==> config.mk <==
export PLATFORM = sky130hd
export DESIGN_NAME = regex_dot_star_matcher_unit
export DESIGN_NICKNAME = d
export VERILOG_FILES = /design/src/rdsm_pkg.sv /design/src/rdsm_cell.sv /design/src/regex_dot_star_matcher_unit.sv
export VERILOG_INCLUDE_DIRS = /design/src /design/src/src
export SDC_FILE = /design/constraint.sdc
export NUM_CORES = 1
export LEC_CHECK = 0
export ABC_AREA = 1
export BUFFER_PORTS_ARGS = -buffer_cell sky130_fd_sc_hd__buf_2
export CAP_MARGIN = 20
export CORE_MARGIN = 8
export CORE_UTILIZATION = 64
export CTS_CLUSTER_SIZE = 12
export DETAILED_ROUTE_END_ITERATION = 7
export HOLD_SLACK_MARGIN = 0.03
export PLACE_DENSITY = 0.84
export SYNTH_ARGS = -nofsm -noshare
export SYNTH_HDL_FRONTEND = slang
export SYNTH_SLANG_ARGS = --single-unit
==> constraint.sdc <==
create_clock -name clk -period 3.6 [get_ports clk]
set_input_delay 1.08 -clock clk [delete_from_list [all_inputs] [get_ports clk]]
set_output_delay 1.08 -clock clk [all_outputs]
set_load 0.01 [all_outputs]
==> src/regex_dot_star_matcher_unit_macros.svh <==
// assertion helpers for the regex matcher
`ifndef REGEX_DOT_STAR_MATCHER_UNIT_MACROS_SVH
`define REGEX_DOT_STAR_MATCHER_UNIT_MACROS_SVH

// expression must hold at every clock edge outside reset
`define RDSM_ASSERT_ALWAYS(lbl, expr, msg) \
  lbl: assert property (@(posedge clk) disable iff (!rst_n) (expr)) else $error(msg);

// consequent must hold in the same cycle as the antecedent
`define RDSM_ASSERT_IMPL(lbl, ante, cons, msg) \
  lbl: assert property (@(posedge clk) disable iff (!rst_n) (ante) |-> (cons)) \
    else $error(msg);

// consequent must hold in the cycle after the antecedent
`define RDSM_ASSERT_NEXT(lbl, ante, cons, msg) \
  lbl: assert property (@(posedge clk) disable iff (!rst_n) (ante) |=> (cons)) \
    else $error(msg);

`endif

==> src/rdsm_pkg.sv <==
package rdsm_pkg;

  localparam logic [7:0] SYM_STAR  = 8'd42;
  localparam logic [7:0] SYM_DOT   = 8'd46;
  localparam logic [7:0] SYM_SPACE = 8'd32;

  typedef enum logic [1:0] {
    MODE_CLEAR   = 2'd0,
    MODE_APPEND  = 2'd1,
    MODE_RESTART = 2'd2,
    MODE_TEXT    = 2'd3
  } mode_t;

  typedef enum logic [1:0] {
    ST_IDLE   = 2'd0,
    ST_WAVE   = 2'd1,
    ST_FINISH = 2'd2
  } state_t;

  // per-transaction control shared by all cells
  typedef struct packed {
    logic       rebuild;
    logic [7:0] sym;
  } ctl_t;

  // what a cell hands to its right-hand neighbors
  typedef struct packed {
    logic tok;
    logic old_b;
    logic cur_b;
  } cell_link_t;

endpackage

==> src/rdsm_cell.sv <==
module rdsm_cell (
  input  logic                   clk,
  input  logic                   rst_n,
  input  rdsm_pkg::ctl_t         ctl,
  input  logic                   en,
  input  logic                   wr_en,
  input  logic [7:0]             wr_chr,
  input  rdsm_pkg::cell_link_t   prev_link,
  input  logic                   two_back_b,
  input  logic [7:0]             pre_chr,
  output rdsm_pkg::cell_link_t   link,
  output logic [7:0]             chr,
  output logic                   go
);
  import rdsm_pkg::*;

  logic       tok_r;
  logic       bit_r;
  logic       bit_nxt;
  logic       old_r;
  logic [7:0] chr_r;
  logic       is_star;
  logic       is_dot;
  logic       pre_hit;

  assign go      = prev_link.tok & en;
  assign is_star = (chr_r == SYM_STAR);
  assign is_dot  = (chr_r == SYM_DOT);
  assign pre_hit = (pre_chr == ctl.sym) || (pre_chr == SYM_DOT);

  always_comb begin
    bit_nxt = 1'b0;
    if (ctl.rebuild) begin
      bit_nxt = is_star & two_back_b;
    end else if (is_dot) begin
      bit_nxt = prev_link.old_b;
    end else if (is_star) begin
      bit_nxt = two_back_b | (pre_hit & bit_r);
    end else if (chr_r == ctl.sym) begin
      bit_nxt = prev_link.old_b;
    end
  end

  always_ff @(posedge clk) begin
    if (!rst_n) begin
      tok_r <= 1'b0;
      bit_r <= 1'b0;
    end else begin
      tok_r <= go;
      if (go) begin
        bit_r <= bit_nxt;
      end
    end
  end

  // previous row bit, consumed by the right neighbor in the next cycle
  always_ff @(posedge clk) begin
    if (go) begin
      old_r <= bit_r;
    end
    if (wr_en) begin
      chr_r <= wr_chr;
    end
  end

  assign link.tok   = tok_r;
  assign link.old_b = old_r;
  assign link.cur_b = bit_r;
  assign chr        = chr_r;

endmodule

==> src/regex_dot_star_matcher_unit.sv <==
// regex_dot_star_matcher_unit
// whole-string matcher for patterns of literals, '.' and 'x*'
// input channel: in_valid/in_ready with in_mode and in_symbol
//   clear pattern, append a pattern character, restart text, or one text byte
// result channel: out_valid/out_ready with out_matched and out_pattern_overflow,
//   exactly one result transaction per input transaction, in order
// the pattern lives in a chain of PATTERN_MAX cells, one character each; a
// token walks the chain one cell per cycle rebuilding or advancing the match row
// after accept the token walks the L cells of the pattern (L = pattern length after
//   the transaction; none for clear or a dropped append), then the result is loaded;
//   one transaction is in work at a time, so no new one is taken until it is done
// the finished result sits in an output register, so a new transaction is taken
//   while it still waits; a stalled receiver only holds the block in its final
//   step when a second result is ready before the first is taken
// reset (rst_n low, synchronous): empty pattern, row with bit zero set, no
//   result pending; pattern characters are not cleared
module regex_dot_star_matcher_unit #(
  parameter int PATTERN_MAX = 32
) (
  input  logic       clk,
  input  logic       rst_n,
  input  logic       in_valid,
  output logic       in_ready,
  input  logic [1:0] in_mode,
  input  logic [7:0] in_symbol,
  output logic       out_valid,
  input  logic       out_ready,
  output logic       out_matched,
  output logic       out_pattern_overflow
);
  import rdsm_pkg::*;

`include "regex_dot_star_matcher_unit_macros.svh"

  localparam int LEN_W = $clog2(PATTERN_MAX + 1);

  state_t           state_r, state_nxt;
  logic [LEN_W-1:0] len_r, len_nxt;
  logic             row0_r, row0_nxt;
  logic             row0_old_r;
  logic             start_r, start_nxt;
  logic             ovf_r, ovf_nxt;
  ctl_t             ctl_r;
  logic             out_valid_r, out_valid_nxt;
  logic             out_matched_r;
  logic             out_ovf_r;

  logic             in_fire;
  logic             full;
  logic             load_out;
  logic             done;
  mode_t            mode;

  cell_link_t       lk [0:PATTERN_MAX];
  logic [7:0]       chr_v [0:PATTERN_MAX];
  logic [PATTERN_MAX:0] go_v;
  logic [PATTERN_MAX:0] row_v;

  assign mode    = mode_t'(in_mode);
  assign in_fire = in_valid & in_ready;
  assign full    = (len_r == LEN_W'(PATTERN_MAX));
  assign done    = go_v[len_r];

  // column zero of the row lives here, ahead of the first cell
  assign lk[0].tok   = start_r;
  assign lk[0].old_b = row0_old_r;
  assign lk[0].cur_b = row0_r;
  assign chr_v[0]    = SYM_SPACE;   // leading star compares against a space
  assign go_v[0]     = 1'b0;
  assign row_v[0]    = row0_r;

  genvar j;
  generate
    for (j = 1; j <= PATTERN_MAX; j++) begin : g_cell
      logic two_back;
      if (j >= 2) begin : g_two
        assign two_back = lk[j-2].cur_b;
      end else begin : g_one
        assign two_back = 1'b0;
      end

      rdsm_cell u_cell (
        .clk        (clk),
        .rst_n      (rst_n),
        .ctl        (ctl_r),
        .en         (len_r >= LEN_W'(j)),
        .wr_en      (in_fire && (mode == MODE_APPEND) && !full && (len_r == LEN_W'(j - 1))),
        .wr_chr     (in_symbol),
        .prev_link  (lk[j-1]),
        .two_back_b (two_back),
        .pre_chr    (chr_v[j-1]),
        .link       (lk[j]),
        .chr        (chr_v[j]),
        .go         (go_v[j])
      );

      assign row_v[j] = lk[j].cur_b;
    end
  endgenerate

  // transaction decode: pattern length, column zero, overflow flag and wave launch
  always_comb begin
    len_nxt   = len_r;
    row0_nxt  = row0_r;
    start_nxt = 1'b0;
    ovf_nxt   = ovf_r;
    if (in_fire) begin
      ovf_nxt = 1'b0;
      case (mode)
        MODE_CLEAR: begin
          len_nxt  = '0;
          row0_nxt = 1'b1;
        end
        MODE_APPEND: begin
          if (full) begin
            ovf_nxt = 1'b1;
          end else begin
            len_nxt   = len_r + LEN_W'(1);
            row0_nxt  = 1'b1;
            start_nxt = 1'b1;
          end
        end
        MODE_RESTART: begin
          row0_nxt  = 1'b1;
          start_nxt = (len_r != '0);
        end
        MODE_TEXT: begin
          row0_nxt  = 1'b0;
          start_nxt = (len_r != '0);
        end
        default: begin
          row0_nxt = row0_r;
        end
      endcase
    end
  end

  // next state
  always_comb begin
    state_nxt = state_r;
    case (state_r)
      ST_IDLE: begin
        if (in_fire) begin
          state_nxt = start_nxt ? ST_WAVE : ST_FINISH;
        end
      end
      ST_WAVE: begin
        if (done) begin
          state_nxt = ST_FINISH;
        end
      end
      ST_FINISH: begin
        if (!out_valid_r || out_ready) begin
          state_nxt = ST_IDLE;
        end
      end
      default: begin
        state_nxt = ST_IDLE;
      end
    endcase
  end

  // outputs of the state machine
  always_comb begin
    in_ready = 1'b0;
    load_out = 1'b0;
    case (state_r)
      ST_IDLE:   in_ready = 1'b1;
      ST_WAVE:   load_out = 1'b0;
      ST_FINISH: load_out = !out_valid_r || out_ready;
      default:   in_ready = 1'b0;
    endcase
  end

  assign out_valid_nxt = load_out | (out_valid_r & ~out_ready);

  always_ff @(posedge clk) begin
    if (!rst_n) begin
      state_r     <= ST_IDLE;
      len_r       <= '0;
      row0_r      <= 1'b1;
      start_r     <= 1'b0;
      out_valid_r <= 1'b0;
    end else begin
      state_r     <= state_nxt;
      len_r       <= len_nxt;
      row0_r      <= row0_nxt;
      start_r     <= start_nxt;
      out_valid_r <= out_valid_nxt;
    end
  end

  // payload side, no reset needed
  always_ff @(posedge clk) begin
    ovf_r <= ovf_nxt;
    if (in_fire) begin
      row0_old_r    <= row0_r;
      ctl_r.rebuild <= (mode != MODE_TEXT);
      ctl_r.sym     <= in_symbol;
    end
    if (load_out) begin
      out_matched_r <= row_v[len_r];
      out_ovf_r     <= ovf_r;
    end
  end

  assign out_valid            = out_valid_r;
  assign out_matched          = out_matched_r;
  assign out_pattern_overflow = out_ovf_r;

  // at most one cell active, the wave is a single token
  `RDSM_ASSERT_ALWAYS(a_one_token, $onehot0(go_v), "more than one cell active")
  // nothing in flight in the chain while taking a new transaction
  `RDSM_ASSERT_IMPL(a_idle_quiet, in_ready, !start_r && (go_v == '0), "wave in flight at accept")
  // an overflow result only comes from a full pattern store
  `RDSM_ASSERT_IMPL(a_ovf_full, load_out && ovf_r,
                    len_r == LEN_W'(PATTERN_MAX), "overflow with room in store")
  // a text byte always clears column zero
  `RDSM_ASSERT_NEXT(a_text_row0, in_fire && (mode == MODE_TEXT), !row0_r,
                    "column zero set after text byte")

endmodule

# == Word-level counts from Yosys, hierarchy flattened ==
# Index checks and enable logic that the tools add are counted.
# totals
reg_bits,374
in_bits,14
output_inout_bits,4
wordCells,665
# op_classes
addsub,1
order_cmp,33
eq_ne,139
mux,147
bitwise,130
n_reduce_logical,78
# op_table
cell,n
"8-bit by 6-bit equality test with 1-bit output, second input constant",64
8-bit equality test,32
1-bit two-way mux,136
1-bit AND,97
"6-bit by 5-bit equality test with 1-bit output, second input constant",16
"6-bit by 5-bit greater-or-equal comparator with 1-bit output, second input constant",16
"6-bit by 4-bit equality test with 1-bit output, second input constant",8
"6-bit by 4-bit greater-or-equal comparator with 1-bit output, second input constant",8
1-bit logical AND,34
1-bit logical OR,32
1-bit OR,32
"6-bit by 3-bit equality test with 1-bit output, second input constant",4
"6-bit by 3-bit greater-or-equal comparator with 1-bit output, second input constant",4
1-bit binary-select mux with 6-bit select,2
"6-bit by 2-bit equality test with 1-bit output, second input constant",2
"6-bit by 2-bit greater-or-equal comparator with 1-bit output, second input constant",2
6-bit one-hot mux with 2 select lines,1
"2-bit != test, second input constant",5
"6-bit by 8-bit equality test with 1-bit output, first input constant",1
2-bit two-way mux,4
"6-bit by 7-bit less-than comparator with 1-bit output, second input constant",1
"6-bit by 1-bit adder with 6-bit output, second input constant",1
"2-bit equality test, second input constant",3
"6-bit by 1-bit equality test with 1-bit output, second input constant",1
17 further kinds,22

# == Depth between registers and ports, before layout ==
# logic_depth
ltp_word,7
depth_mapped,19
mapped_depth_nobuf,18

# == Hierarchy ==
# A second synthesis with hierarchy kept.
# unflattened
cells_unflattened,3808
hier_area_um2,26026.2
# modules_own_cells
module,n_inst,cells_each,area_each_um2,seq_area_each_um2
rdsm_cell,32,107,742.0,310.3
regex_dot_star_matcher_unit,1,384,2283.4,610.6

# == Worst setup path before layout ==
# No wires, ideal clock.
# synth_timing
path_type,register -> register
startpoint,reg len_r[0]
endpoint,reg g_cell[27].u_cell.chr_r[0] (enable)
setup_time_ps,395
arrival_time_ps,2577
required_time_ps,3205
setup_slack_ps,629
stages_incl_launch_ff,12
path_buffers,2
synth_period_minus_slack_ps,2971
cell_sequence,dfxtp_1 > buf_2 > inv_1 > clkbuf_1 > ha_1 > nand4_1 > nor3_2 > nor3_2 > nand2_1 > inv_1 > nand2_1 > nor4_1
# synth_via
elab_chain_len,4
elab_cells_between_ends,5
cone_classes,eq/ne (2); reduce/logical (3)
# synth_lines
element,line,source
start: declaration,regex_dot_star_matcher_unit.sv:38,"logic [LEN_W-1:0] len_r, len_nxt;"
start signal: assignment,regex_dot_star_matcher_unit.sv:186,len_r <= len_nxt;
6-bit equality test,regex_dot_star_matcher_unit.sv:61,assign full = (len_r == LEN_W'(PATTERN_MAX));
1-bit logical NOT,regex_dot_star_matcher_unit.sv:87,".wr_en (in_fire && (mode == MODE_APPEND) && !full && (len_r == LEN_W'(j - 1))),"
1-bit logical AND,regex_dot_star_matcher_unit.sv:87,
1-bit logical AND *,regex_dot_star_matcher_unit.sv:87,
net g_cell[27].u_cell.wr_en,rdsm_cell.sv:6,"input logic wr_en,"
end signal: assignment,rdsm_cell.sv:62,chr_r <= wr_chr;
end: declaration,rdsm_cell.sv:21,logic [7:0] chr_r;
# Mark *: on every way through the listed nets, which the timed path passes. The rest lies on a longest branch.
# A chain may end at the register's enable or synchronous reset.

# == Final worst setup path ==
# layout_timing
startpoint,reg len_r[1]
endpoint,reg g_cell[24].u_cell.chr_r[1] (enable)
# layout_via
elab_chain_len,4
elab_cells_between_ends,5
cone_classes,eq/ne (2); reduce/logical (3)
# layout_lines
element,line
6-bit equality test,regex_dot_star_matcher_unit.sv:61
1-bit logical NOT,regex_dot_star_matcher_unit.sv:87
1-bit logical AND,regex_dot_star_matcher_unit.sv:87
1-bit logical AND *,regex_dot_star_matcher_unit.sv:87
net g_cell[24].u_cell.wr_en,rdsm_cell.sv:6
end signal: assignment,rdsm_cell.sv:62
end: declaration,rdsm_cell.sv:21
# Marks and branches as above.

==> parameters.txt <==
Parameter                              Value

STA
  Peak clock frequency supported by timing ... 354 MHz
  Fin Clk Skew ... 0.0165 ns
  Number of max-slew violations in the final report ... 0
  Time the worst path needs with I/O delays and setup ... 2.82 ns
  RSZ-0062 raised after global routing ... no
  Post-route fraction of the period consumed by the critical path ... 78.4%
  Final setup viols ... 0
  Number of hold violations in the final report ... 0
  Slew at the pin closest to its max-slew limit ... 1.01 ns
  Final-layout setup total negative slack ... 0 ns
  Slew headroom ... between 30% and 40%

Clock tree
  Total CTS buffers ... 39
  Buffer type at the clock tree root ... sky130_fd_sc_hd__clkbuf_16
  Hold-fix buffers at CTS ... 0
  Later-pin clock latency in the skew report ... 0.53 ns
  CTS H-tree lvls ... 2
  Post-cts sizing count ... 0
  Post-CTS Setup Repair Bufs ... 0
  Clock-pin slew of the registers on the worst-case setup and hold paths ... 0.06 ns
  CTS tree ... yes
  Number of buffers between clock root and the deepest sink ... 3
  Clock sink count ... 374

Floorplan
  # rows ... 62
  Die outline width ... 185 microns
  Vertical die dimension ... 185 microns
  Top Ports ... 18
  Core region area ... about 28000 sq um
  Die area ... around 34000 sq um
  Starting utilization of the core area ... between 60% and 70%

Logic synthesis
  Sequential element share of the synthesized area ... between 50 and 60%
  Most frequently used flop master after synthesis ... sky130_fd_sc_hd__edfxtp_1
  Count of yosys warnings during synthesis ... 0
  Synth Instances ... about 1900
  Number of synthesized register bits ... between 300 and 400
  Cell area after synthesis ... 18300 sq um
  Async SR Flop Fraction ... 0%
  Number of unique standard cell types used by synthesis ... 63
  Post-synth net total ... 1909
  Per-instance average area after synthesis ... approximately 9.7 sq um
  Number of enable-type register cells in the synthesized netlist ... 300

Setup path
  Register-to-register path setup slack ... 0.78 ns
  Destination of the worst register-to-register timing path ... g_cell[24].u_cell.chr[1]
  Endpoint required time on the critical path ... 3.75 ns
  R2R depth ... 9
  Worst setup SP type ... flop
  Critical path destination ... g_cell[24].u_cell.chr[1]
  Critical path startpoint ... len_r[1]
  Startpoint-to-endpoint class of the critical path ... reg -> reg
  Largest fanout on the critical path ... 12
  CP arrival ... about 3 ns
  Nature of the critical path endpoint ... flop
  Worst r2r src ... len_r[1]

Global routing
  Vias in the first global route ... 14673
  Global-route wire length before repair ... 79.9 mm
  Global route total overflow ... 0
  Maximum number of pins on one net before global-route repair ... 34
  All-layer global routing usage ... 30.7%
  Number of antenna violations at the first check in global routing ... 1

Layout
  Filler cell count in the final layout ... about 2000
  Multi-input gate area in the final layout ... 6710 sq um
  Post-layout net count ... 1952
  Area growth from synthesis to layout ... 10.1%
  Most used cells in the layout excluding fill and tap cells ... sky130_fd_sc_hd__nand2_1 (366), sky130_fd_sc_hd__edfxtp_1 (300), sky130_fd_sc_hd__inv_1 (206), sky130_fd_sc_hd__nor2_1 (178), sky130_fd_sc_hd__xnor2_1 (101)
  Proportion of layout cells with a drive suffix above 1 ... 9.48%
  Most frequent standard cell in the layout excluding fill and tap cells ... sky130_fd_sc_hd__nand2_1
  Area of all sequential standard cells ... 10500 sq um

Drt
  Final routed wire length divided by cell count ... 22.1 microns
  Vias per std cell ... 6.26
  TritonRoute pass-1 iters ... 5
  Remaining number of nets flagged by the antenna check after routing ... 0
  Number of DRC violations after detailed routing ... 0
  Vias post-DR ... 14687
  Initial detailed-routing violation count ... 2190
  WL final ... 51.8 mm

Pwr
  Design Power ... 0.00930 W
  Ratio of total power to cell area ... 461 nW/um^2
  IR drop worst, VDD ... 0.000464 V
  Total leakage power ... 7.64 nW

Status
  Status ... completed

Hold path
  Worst min-delay path category ... reg -> reg
  Hold wc startpoint ... ovf_r

Placed design
  Final HPWL DP ... 32.3 mm
  Weighted congestion at the end of routability-driven global placement ... 1.03
  Port Buffers ... 17

Run
  Max-Cap Viols ... 0
[synthesized netlist by cell type (5+ instances only)]
library cell,number,area share (%)
sky130_fd_sc_hd__nand2_1,366,7.5
sky130_fd_sc_hd__a22oi_1,5,0.20
sky130_fd_sc_hd__o21ai_1,11,0.30
sky130_fd_sc_hd__ha_1,6,0.41
sky130_fd_sc_hd__a31oi_1,25,0.85
sky130_fd_sc_hd__xnor2_1,101,4.8
sky130_fd_sc_hd__nand2_2,8,0.27
sky130_fd_sc_hd__nand3b_1,15,0.61
sky130_fd_sc_hd__xor2_1,66,3.2
sky130_fd_sc_hd__o2111ai_1,5,0.24
sky130_fd_sc_hd__nor4_1,35,1.2
sky130_fd_sc_hd__edfxtp_1,300,49
sky130_fd_sc_hd__inv_1,206,4.2
sky130_fd_sc_hd__buf_4,5,0.20
sky130_fd_sc_hd__buf_2,31,0.85
sky130_fd_sc_hd__a21oi_1,59,1.6
sky130_fd_sc_hd__nor2_1,178,3.6
sky130_fd_sc_hd__nor2_2,8,0.27
sky130_fd_sc_hd__nand3_1,87,2.4
sky130_fd_sc_hd__nand4_1,73,2.5
sky130_fd_sc_hd__inv_2,8,0.16
sky130_fd_sc_hd__nor3_1,35,0.96
sky130_fd_sc_hd__dfxtp_1,74,8.1
sky130_fd_sc_hd__or2_2,25,0.85
sky130_fd_sc_hd__o21ai_0,66,1.8
sky130_fd_sc_hd__o31ai_1,6,0.25
sky130_fd_sc_hd__clkbuf_1,25,0.51
[how the worst min path moves through the flow]
| stage | cells past startpoint | to |
|---|---|---|
| after floorplan | 0 | out_pattern_overflow |
| after global placement | 0 | out_pattern_overflow |
| after detailed placement | 0 | out_pattern_overflow |
| after CTS | 0 | out_pattern_overflow |
| after global routing | 0 | out_pattern_overflow |
| final | 0 | out_pattern_overflow |
[critical path: stages (launching register included)]
cell                      delay, ns
sky130_fd_sc_hd__dfxtp_1       0.35
sky130_fd_sc_hd__inv_2         0.13
sky130_fd_sc_hd__ha_1          0.28
sky130_fd_sc_hd__nand4_1       0.15
sky130_fd_sc_hd__nor3_2        0.07
sky130_fd_sc_hd__nor3_2        0.17
sky130_fd_sc_hd__nand2_1       0.13
sky130_fd_sc_hd__inv_1         0.18
sky130_fd_sc_hd__nand2_1       0.31
sky130_fd_sc_hd__nor2_1        0.65
[layer usage]
layer / vias up / track usage [%] / wire length [microns]
li1: 6508 / - / -
met1: 6850 / 39.4 / 18800
met2: 1078 / 48.9 / 23300
met3: 251 / 6.51 / 6840
met4: 0 / 16.2 / 2940
met5: - / 0 / 0
[power breakdown]
part / internal, W / total (W) / switching [W]
Clock: 0.00229 / 0.00389 / 0.00159
Combinational: 0.000193 / 0.000714 / 0.000520
Sequential: 0.00469 / 0.00470 / 0.0000156
[area by class of cell]
class	count	share of cell area (%)
multi-input cells	1236	33.3
repair buffers	64	2.17
clock buffers	66	5.85
diodes	1	0.0124
flip-flops and latches	374	52.0
well taps	384	2.38
inverters	217	4.07
clock inverters	4	0.229
[flip-flops by register name, summed over array words and instances (netlist names), 2 cells and up]
name                 cells
len_r                    6
state_r                  2
g_cell.u_cell.tok_r     31
g_cell.u_cell.old_r     31
ctl_r                    9
g_cell.u_cell.chr      256
g_cell.u_cell.bit_r     32
[through the flow]
stage / utilization [%] / hold slack [ns] / cells / setup WS, ns / area, sq um
after floorplan: - / 0.400 / 1889 / 0.629 / 18300
after detailed placement: 66.5 / 0.405 / 2275 / 0.497 / 18900
after global routing: 70.8 / 0.429 / 2345 / 0.617 / 20200
after CTS: 70.8 / 0.425 / 2345 / 0.827 / 20200
final: 70.9 / 0.424 / 2346 / 0.779 / 20200
after global placement: 66.5 / 0.401 / 2275 / 0.566 / 18900
[kinds of logic after synthesis]
family	synth area share [%]
buffers and inverters	6.11
XOR/XNOR	7.98
adder cells (fa/ha/maj)	0.410
flip-flops	57.2
AND/OR/NAND/NOR	21.5
AO/OA/AOI/OAI	6.73
Power figures use the tool's default switching activity.
